===== src/design/fdc_pkg.sv =====
// ----------------------------------------------------------------------------
// fdc_pkg
// Shared types and constants for the floppy disk controller port unit.
// ----------------------------------------------------------------------------
package fdc_pkg;

	localparam int FDC_DRIVES        = 4;
	localparam int FDC_TRACKS        = 8;
	localparam int SECTORS_PER_TRACK = 32;
	localparam int SECTOR_BYTES      = 137;

	localparam int OP_W   = 3;
	localparam int DATA_W = 8;
	localparam int TRK_W  = 7;
	localparam int SECT_W = 6;
	localparam int TGT_W  = 13;

	// Port operation codes; the two remaining codes do nothing
	typedef enum logic [OP_W-1:0] {
		OP_SELECT  = 3'd0,
		OP_CONTROL = 3'd1,
		OP_STATUS  = 3'd2,
		OP_SECTOR  = 3'd3,
		OP_WRITE   = 3'd4,
		OP_READ    = 3'd5
	} op_t;

	// Active-low status bits
	localparam logic [7:0] ST_ENWD = 8'h01;
	localparam logic [7:0] ST_HEAD = 8'h04;
	localparam logic [7:0] ST_TRK0 = 8'h40;
	localparam logic [7:0] ST_NRDA = 8'h80;

	// Control port bit positions
	localparam int CT_STEP_IN     = 0;
	localparam int CT_STEP_OUT    = 1;
	localparam int CT_HEAD_LOAD   = 2;
	localparam int CT_HEAD_UNLOAD = 3;
	localparam int CT_WE          = 7;

	// Commands from the sequencer to the datapath
	typedef struct packed {
		logic accept;
		logic apply;
		logic flush;
		logic fill;
		logic read;
		logic result;
		logic clear;
	} fdc_cmd_t;

	// Status from the datapath to the sequencer
	typedef struct packed {
		logic pre_flush;
		logic post_flush;
		logic need_fill;
		logic is_wr;
		logic is_rd;
		logic copy_done;
		logic clear_done;
	} fdc_sts_t;

endpackage


===== src/design/fdc_ctrl.sv =====
// ----------------------------------------------------------------------------
// fdc_ctrl
// Sequencer: steps each item through check, flush, update, fill and read.
// ----------------------------------------------------------------------------
module fdc_ctrl import fdc_pkg::*; (
	input  logic      clk,
	input  logic      arst_n,
	input  logic      in_valid,
	output logic      in_ready,
	output logic      out_valid,
	input  logic      out_ready,
	input  fdc_sts_t  sts,
	output fdc_cmd_t  cmd
);

	typedef enum logic [2:0] {
		S_CLEAR, S_IDLE, S_CHECK, S_FLUSH, S_APPLY, S_FILL, S_READ, S_RESULT
	} state_t;

	state_t state_q;
	logic   out_valid_q;
	logic   accept;

	// Take a new item only when idle and the result slot is free or draining
	assign in_ready  = (state_q == S_IDLE) && (!out_valid_q || out_ready);
	assign accept    = in_valid && in_ready;
	assign out_valid = out_valid_q;

	// Decode commands from state
	always_comb begin
		cmd.accept = accept;
		cmd.apply  = (state_q == S_APPLY);
		cmd.flush  = (state_q == S_FLUSH);
		cmd.fill   = (state_q == S_FILL);
		cmd.read   = (state_q == S_READ);
		cmd.result = (state_q == S_RESULT);
		cmd.clear  = (state_q == S_CLEAR);
	end

	// Hold state and result valid
	always_ff @(posedge clk or negedge arst_n) begin
		if (!arst_n) begin
			state_q     <= S_CLEAR;
			out_valid_q <= 1'b0;
		end else begin
			if (state_q == S_RESULT) begin
				out_valid_q <= 1'b1;
			end else if (out_ready) begin
				out_valid_q <= 1'b0;
			end
			unique case (state_q)
				S_CLEAR: begin
					if (sts.clear_done) state_q <= S_IDLE;
				end
				S_IDLE: begin
					if (accept) state_q <= S_CHECK;
				end
				S_CHECK: begin
					state_q <= sts.pre_flush ? S_FLUSH : S_APPLY;
				end
				S_APPLY: begin
					if (sts.is_wr && sts.post_flush) state_q <= S_FLUSH;
					else if (sts.is_rd) state_q <= sts.need_fill ? S_FILL : S_READ;
					else state_q <= S_RESULT;
				end
				S_FLUSH: begin
					if (sts.copy_done) state_q <= sts.is_wr ? S_RESULT : S_APPLY;
				end
				S_FILL: begin
					if (sts.copy_done) state_q <= S_READ;
				end
				S_READ: begin
					state_q <= S_RESULT;
				end
				S_RESULT: begin
					state_q <= S_IDLE;
				end
				default: begin
					state_q <= S_IDLE;
				end
			endcase
		end
	end

	a_rise_from_result: assert property (@(posedge clk) disable iff (!arst_n)
		$rose(out_valid_q) |-> $past(state_q == S_RESULT))
		else $error("result valid rose outside the result step");

	a_slot_free: assert property (@(posedge clk) disable iff (!arst_n)
		state_q == S_RESULT |-> !out_valid_q)
		else $error("result slot still occupied when a result is due");

	a_flush_exit: assert property (@(posedge clk) disable iff (!arst_n)
		(state_q == S_FLUSH && sts.copy_done) |=>
		(state_q == S_APPLY || state_q == S_RESULT))
		else $error("flush finished into a wrong step");

endmodule


===== config.mk =====
export PLATFORM = sky130hd
export DESIGN_NAME = fdc_ctrl
export DESIGN_NICKNAME = d
export VERILOG_FILES = /design/src/design/fdc_pkg.sv /design/src/design/fdc_ctrl.sv
export SDC_FILE = /design/constraint.sdc
export NUM_CORES = 1
export LEC_CHECK = 0
export ABC_AREA = 1
export BUFFER_PORTS_ARGS = -buffer_cell sky130_fd_sc_hd__buf_4
export CORE_AREA = 4 4 41 43
export CTS_BUF_LIST = sky130_fd_sc_hd__clkbuf_8
export DETAILED_ROUTE_END_ITERATION = 8
export DIE_AREA = 0 0 45 47
export PLACE_DENSITY_LB_ADDON = 0.25
export SLEW_MARGIN = 0
export SYNTH_ARGS = -nofsm -noshare
export SYNTH_HDL_FRONTEND = slang
export SYNTH_SLANG_ARGS = --single-unit

===== constraint.sdc =====
create_clock -name clk -period 1.3 [get_ports clk]
set_input_delay 0.26 -clock clk [delete_from_list [all_inputs] [get_ports clk]]
set_output_delay 0.26 -clock clk [all_outputs]
set_load 0.01 [all_outputs]

# Word-level counts from Yosys, hierarchy flattened
# Index checks and enable logic that the tools add are counted.
# totals
ff_bits	4
latchBits	0
ramBits	0
mem_bits_ro	0
inputBits	11
wordCells	33
mem_count	0
# op_classes
addsub	0
n_mul	0
div_mod_pow	0
n_lt_le_gt_ge	0
n_eq_ne	11
n_shift	0
mux	12
bitwise	0
n_reduce_logical	8
# op_table
op	count
$pmux 3 s8	1
$mux 3	6
$eq 3x3->1 const B	4
$ne 2x2->1 const B	4
$eq 3x2->1 const B	2
$mux 2	3
$reduce_and 4->1	1
$eq 3x1->1 const B	1
$logic_and 1x1->1	3
$logic_not 3->1	1
$mux 1	2
$reduce_bool 2->1	1
$logic_not 1->1	1
$logic_or 1x1->1	1

# Depth between registers and ports, before layout
# Gate-level depths: netlist (run 1).
# depth
ltp_word	6
mapped_depth	10
depth_no_buf	9

# Worst setup path before layout (run 1)
# OpenSTA, ideal clock, no wires.
# synth_timing
kind	register to output
start	register state_q[2]
end	output cmd[6] (netlist bit)
arrival_time_ps	928
t_required_ps	1040
path_slack_ps	112
stages_incl_launch_ff	5
path_cell_list	dfrtp_1 -> inv_2 -> nand3_2 -> nor3_1 -> buf_4
# synth_between
elab_chain_len	3
# synth_lines
element	line_no	text
start, declared	fdc_ctrl.sv:20	state_t state_q;
start signal, assigned	fdc_ctrl.sv:59	state_q <= sts.pre_flush ? S_FLUSH : S_APPLY;
start signal, assigned	fdc_ctrl.sv:63	else if (sts.is_rd) state_q <= sts.need_fill ? S_FILL : S_READ;
start signal, assigned	fdc_ctrl.sv:67	if (sts.copy_done) state_q <= sts.is_wr ? S_RESULT : S_APPLY;
$eq 3x1->1	fdc_ctrl.sv:25	assign in_ready = (state_q == S_IDLE) && (!out_valid_q || out_ready);
$logic_and 1x1->1	fdc_ctrl.sv:25	
$logic_and 1x1->1	fdc_ctrl.sv:26	assign accept = in_valid && in_ready;
end, declared	fdc_ctrl.sv:13	output fdc_cmd_t cmd
# No other way between the ends.

==> results of run 1 <==
worst min path at each step:
stage / from / to / slack (ns)
finish: sts[1] / state_q[2]$_DFFE_PN0P_ / 0.33
floorplan: arst_n / out_valid$_DFFE_PN0P_ / -0.04
CTS: sts[1] / state_q[1]$_DFFE_PN0P_ / 0.33
global route: sts[1] / state_q[2]$_DFFE_PN0P_ / 0.35
global placement: arst_n / state_q[1]$_DFFE_PN0P_ / 0.06
detailed placement: arst_n / state_q[2]$_DFFE_PN0P_ / 0.06
routing by layer:
metal	GRT usage, %	wire, um	part of all wire, %	vias up
met5	0	0	0	-
met4	1.75	0	0	0
met3	5.75	88	7.1	0
met2	24.9	677	55	12
met1	14.4	471	38	242
li1	-	-	-	292
critical path, stage by stage (launching register included):
cell	delay, ns
dfrtp_1	0.41
inv_2	0.11
nand3_4	0.10
nor3_4	0.15
buf_6	0.12
power groups by stage:
stage	registers [mW]	clock network (mW)	logic, mW
after global placement	0.270	0	0.906
final	0.278	0.258	1.22
after global routing	0.290	0.281	1.35
after floorplan	0.214	0	0.735
after detailed placement	0.269	0	0.898
after CTS	0.277	0.269	1.15
synth_stat cells (all sizes together):
cell    n
nand3  10
and2    1
nand4   3
inv    17
o21ai   1
nor2    6
dfrtp   4
nor3    1
nand2  25
buf     3
a21oi   3
logic make-up (layout without fill, tap and decap cells):
kind of cell    Yosys count  count (layout)
compound gates            4               4
buf+inv                  20              52
flops                     4               4
simple gates             46              46
state kept, by name, indices dropped and copies added, names as in the netlist:
name	cells
out_valid	1
state_q	3
timing repair:
action                     4_1_cts  5_1_grt
hold endpoints to repair         4        0
cloned                           0        0
pin swaps                        2        5
setup endpoints to repair        8       11
hold buffers                     1        0
gates resized for setup          8        6
setup buffers                    9        2
area by class of cell:
cell class | count | area (sq um) | area share, %
clock buffer | 3 | 41.3 | 5.25
inverter | 17 | 68.8 | 8.74
multi-input combinational | 50 | 302 | 38.3
sequential | 4 | 103 | 13.0
tap | 15 | 18.8 | 2.38
timing repair buffer | 32 | 254 | 32.3
==> metrics.md, run 1 <==
| Metric | Value |
|---|---|
| Status | `complete, but fails checks` |
| Failing checks | `negative setup slack` |
| Layout cells sized above 1 | `about 54%` |
| GPL Wtd Cong | `0.832` |
| Worst Setup SP | `state_q[2]$_DFFE_PN0P_` |
| Synthesized net count | `85` |
| NetSw | `0.778 mW` |
| Clock Path Buffers | `2` |
| Maxcap violations | `0` |
| Compound-Gate Fraction of Synth Area | `under 10%` |
| Routed Antenna Nets | `0` |
| Share of power burned in registers | `approximately 16%` |
| Leak | `0.455 nW` |
| Clock power frac | `about 15%` |
| Initial DRT Pass Iterations | `4` |
| Num rows | `13` |
| FMAX | `734 MHz` |
| Fin crit share | `105%` |
| Post-Synthesis Cells | `74` |
| Crit path to | `cmd[6]` |
| CP startpoint kind | `flip-flop` |
| CTS sink count | `4` |
| H-tree Lvls | `1` |
| CTS tree | `built` |
| Setup TNS | `-0.326 ns` |
| Hold-critical path depth | `4` |
| DR WL/cell | `10.2 um` |
| Area share of xor/xnor cells in the synthesized design | `0%` |
| Final setup fails | `8` |
| Combinational family with the most area after synthesis | `simple AND/OR/NAND/NOR gates` |
| First DRT Iteration DRCs | `2` |
| CTS buffer count | `3` |
| HP Class | `in -> reg` |
| Fillcell total | `roughly 130` |
| Final instance area | `787 sq um` |
| Post-DP Area | `between 600 and 700 sq um` |
| Max Fanout on Critical Path | `4` |
| Synth unique cells | `18` |
| Setup WS post-layout | `-0.0629 ns` |
| Worst r2r src | `state_q[2]$_DFFE_PN0P_` |
| Worst ir drop on vdd | `1.15 mV` |
| Post-Route WL | `1240 um` |
| Via count of the first global-routing pass | `489` |
| Syn_area_per_cell | `6.24 sq um` |
| Max_slew headroom | `83.2%` |
| Number of top-level pins | `20` |
| Int Pwr | `0.979 mW` |
| Most frequent cells in the layout | `buf_4, nand2_1, inv_1` |
| Post-layout nets | `119` |
| Overall Power | `approximately 1.8 mW` |
| Flops & latches, synth | `4` |
| Synthesis-to-layout area growth | `70.5%` |
| Clock period minus worst slack | `1.36 ns` |
| # diodes | `0` |
| Core area | `0.00130 sq mm` |
| Reg clk slew, reported paths | `0.03 ns` |
| Synth Cell Area | `462 sq um` |
| Via density | `about 4.5` |
| Worst Path Required | `1.04 ns` |
| Pwr per Cell Area | `2230 mW/mm^2` |
| Final Hold Slack | `0.333 ns` |
| Commonest non-fill, non-tap cell in the layout | `buf_4` |
| Clock Latency Late Sink | `between 0.2 and 0.25 ns` |
| Max-slew violation count | `0` |
| Post-route insts no fill | `121` |
| First-pass GRT wire length | `between 1500 and 2000 um` |
| Hpwl dp | `~840 um` |
| Endpoints failing hold | `0` |
| Worst reg-to-reg path cell count | `10` |
| Combinational share of power | `69.5%` |
| Least-Margin Pin Slew | `0.251 ns` |
| Post-Synth Simple-Gate Area | `51.8%` |
| Sw Share | `44.3%` |
| Top cells by area, synth | `dfrtp_1, nand2_1, inv_1, nand3_1, nand2_2` |
| CP Class | `reg -> out` |
| Initial Util | `35.5%` |
| Fin util | `60.5%` |
| Port bufs | `19` |
| Multiplexer share of the synthesized area | `0%` |
| Die X | `45 um` |
| Crit. End Element | `output port` |
| Setup Skew | `0.00226 ns` |
| Flop2flop setup slack | `0.04 ns` |
| Initial antenna violation count | `0` |
| GRT Residual Overflow | `0` |
| All-Layer GR Usage | `13.4%` |
| Post-place setup slack | `about 0.072 ns` |
| RSZ-0062 raised after global routing | `yes` |
| Vias | `about 550` |
| Yosys Warn Count | `0` |
| Area leader, netlist | `dfrtp_1` |
| DRC Markers | `0` |
| Post-synth top area share | `21.7%` |
| Crit path DAT | `1.10 ns` |
| Die height | `between 40 and 50 um` |
| Adder-cell share of the synthesized area | `0%` |
| Die ar. | `approximately 0.0021 sq mm` |
| Root Driver | `clkbuf_8` |
| Worst flop-to-flop path endpoint | `state_q[2]$_DFFE_PN0P_` |
| Largest net degree at the start of global routing | `8` |
| Seq/Total Area, Yosys | `21.7%` |
| Placed Cells | `107` |
(Power assumes the default switching activity.)
==> inputs of run 2 (changes only) <==
--- a/config.mk
+++ b/config.mk
@@ -12,6 +12,7 @@
 export DETAILED_ROUTE_END_ITERATION = 8
 export DIE_AREA = 0 0 45 47
 export PLACE_DENSITY_LB_ADDON = 0.25
+export REMOVE_ABC_BUFFERS = 1
 export SLEW_MARGIN = 0
 export SYNTH_ARGS = -nofsm -noshare
 export SYNTH_HDL_FRONTEND = slang
==> run 2 against run 1 <==
Against the previous run: the run still ends with negative setup slack left; hold slack lost 0.0088 ns; highest routed layer unchanged; largest power group unchanged; fmax grew 2.0%; critical path type unchanged; critical endpoint is now cmd[5]; routed wire length shrank 6.6%.
==> metrics.md, run 2 (synthesis results as in run 1) <==
| Metric | Value |
|---|---|
| Hold-critical path depth | `4` |
| Root Driver | `clkbuf_8` |
| Clock Latency Late Sink | `0.21 ns` |
| CP Class | `reg -> out` |
| Number of top-level pins | `20` |
| CP bufs+invs | `2` |
| Post-Route WL | `1160 um` |
| Core area | `about 0.0013 sq mm` |
| Initial antenna violation count | `0` |
| GRT Residual Overflow | `0` |
| Clock period minus worst slack | `~1.3 ns` |
| First DRT Iteration DRCs | `9` |
| Routed Antenna Nets | `0` |
| Clock Path Buffers | `2` |
| CP Cell Sequence | `inv_4, nand2_2, nor2_4, buf_6` |
| Fin crit share | `103%` |
| Status | `complete, but fails checks` |
| Crit. End Element | `output port` |
| Setup Skew | `0.00238 ns` |
| FMAX | `748 MHz` |
| Most frequent cells in the layout | `buf_4, nand2_1, inv_1` |
| Flop2flop setup slack | `0.04 ns` |
| Largest net degree at the start of global routing | `7` |
| Die ar. | `0.00212 sq mm` |
| WHS Endpoint | `state_q[2]$_DFFE_PN0P_` |
| Slowest cell on the critical path | `dfrtp_2` |
| Synthesis-to-layout area growth | `65.3%` |
| Least-Margin Pin Slew | `0.265 ns` |
| Max reg flops | `3` |
| Die X | `45 um` |
| Port bufs | `19` |
| # diodes | `0` |
| Commonest non-fill, non-tap cell in the layout | `buf_4` |
| H-tree Lvls | `1` |
| Hold_sp | `sts[1]` |
| CTS buffer count | `3` |
| Max_slew headroom | `82.2%` |
| Vias | `roughly 540` |
| Post-place setup slack | `around 0.086 ns` |
| Max stage delay on crit path | `0.46 ns` |
| Crit path DAT | `1.08 ns` |
| Max-slew violation count | `0` |
| DR WL/cell | `9.63 um` |
| Post-route insts no fill | `120` |
| Num rows | `13` |
| Hpwl dp | `approximately 870 um` |
| Die height | `47 um` |
| Worst r2r src | `state_q[2]$_DFFE_PN0P_` |
| Worst reg-to-reg path cell count | `10` |
| CTS tree | `built` |
| Leak | `0.450 nW` |
| All-Layer GR Usage | `13.4%` |
| Placed Cells | `107` |
| Failing checks | `negative setup slack` |
| Worst ir drop on vdd | `1.26 mV` |
| HP Class | `in -> reg` |
| Fin util | `58.7%` |
| Maxcap violations | `0` |
| CP top delay family | `flip-flops` |
| Worst flop-to-flop path endpoint | `state_q[0]$_DFFE_PN0P_` |
| Pwr per Cell Area | `2240 mW/mm^2` |
| Post-layout nets | `about 120` |
| First-pass GRT wire length | `2040 um` |
| RSZ-0062 raised after global routing | `yes` |
| Post-DP Area | `about 610 sq um` |
| Layout cells sized above 1 | `53.3%` |
| Worst Path Required | `1.04 ns` |
| Via count of the first global-routing pass | `517` |
| DRC Markers | `0` |
| Overall Power | `1.71 mW` |
| Final instance area | `763 sq um` |
| Setup WS post-layout | `-0.0367 ns` |
| GPL Wtd Cong | `approximately 0.79` |
| Fillcell total | `139` |
| Largest register by flop count | `state_q` |
| CP startpoint kind | `flip-flop` |
| Endpoints failing hold | `0` |
| Via density | `between 4 and 5` |
| Final setup fails | `6` |
| CTS sink count | `4` |
| Initial DRT Pass Iterations | `4` |
| Reg clk slew, reported paths | `0.03 ns` |
| Max Fanout on Critical Path | `6` |
| Initial Util | `about 35%` |
==> run 2: cell count changes in the layout (fill, tap and decap cells not counted) <==
cell	previous run	this run
buf_4	28	27
inv_1	11	10
inv_2	4	5
nand3_2	3	4
nand3_4	2	1
nor2_1	3	4
nor2_2	1	0
nor3_2	0	1
nor3_4	1	0
==> run 2: timing repair <==
item / 4_1_cts / 5_1_grt
pin swaps: 3 / 0
endpoints found under the hold margin: 4 / 0
hold buffers: 1 / 0
buffers inserted: 8 / 1
endpoints found under the setup margin: 8 / 11
resized for setup: 10 / 2
==> run 2: layer usage <==
layer  up-vias  global-route usage, %  part of all wire [%]
li1        285                      -                     -
met1       239                   16.2                    44
met2        20                   22.3                    49
met3         0                   4.98                   6.2
met4         0                   3.51                     0
met5         -                      0                     0
==> run 2: final cells by class <==
| class | instances | area (sq um) | area share (%) |
|---|---|---|---|
| inverters | 17 | 68.8 | 9.02 |
| flip-flops and latches | 4 | 103 | 13.4 |
| clock buffers | 3 | 41.3 | 5.41 |
| well taps | 15 | 18.8 | 2.46 |
| multi-input cells | 50 | 285 | 37.4 |
| repair buffers | 31 | 246 | 32.3 |
==> run 2: tightest hold or removal path: stages <==
cell     delay [ns]
buf_4          0.07
inv_1          0.05
nand2_1        0.06
nand2_1        0.04
==> run 2: worst max-delay path by stage <==
| stage | from | to | slack, ns | cells after the start |
|---|---|---|---|---|
| after floorplan | state_q[2]$_DFFE_PN0P_ | cmd[6] | 0.10 | 3 |
| after global placement | state_q[0]$_DFFE_PN0P_ | cmd[6] | 0.1 | 3 |
| after detailed placement | state_q[0]$_DFFE_PN0P_ | state_q[0]$_DFFE_PN0P_ | 0.09 | 7 |
| after CTS | state_q[0]$_DFFE_PN0P_ | cmd[5] | -0.03 | 4 |
| after global routing | state_q[0]$_DFFE_PN0P_ | cmd[5] | -0.08 | 4 |
| final | state_q[0]$_DFFE_PN0P_ | cmd[5] | -0.04 | 4 |
==> run 2: where the power goes <==
part | internal [mW] | total (mW) | switching (mW)
Sequential | 0.188 | 0.268 | 0.0799
Clock | 0.197 | 0.254 | 0.0569
Combinational | 0.581 | 1.19 | 0.610
Total | 0.966 | 1.71 | 0.747
==> run 2: stage by stage <==
| stage | hold slack (ns) | TNS [ns] |
|---|---|---|
| floorplan | -0.0356 | 0 |
| global placement | 0.0567 | 0 |
| detailed placement | 0.0573 | 0 |
| CTS | 0.328 | -0.122 |
| global route | 0.330 | -0.644 |
| finish | 0.325 | -0.116 |
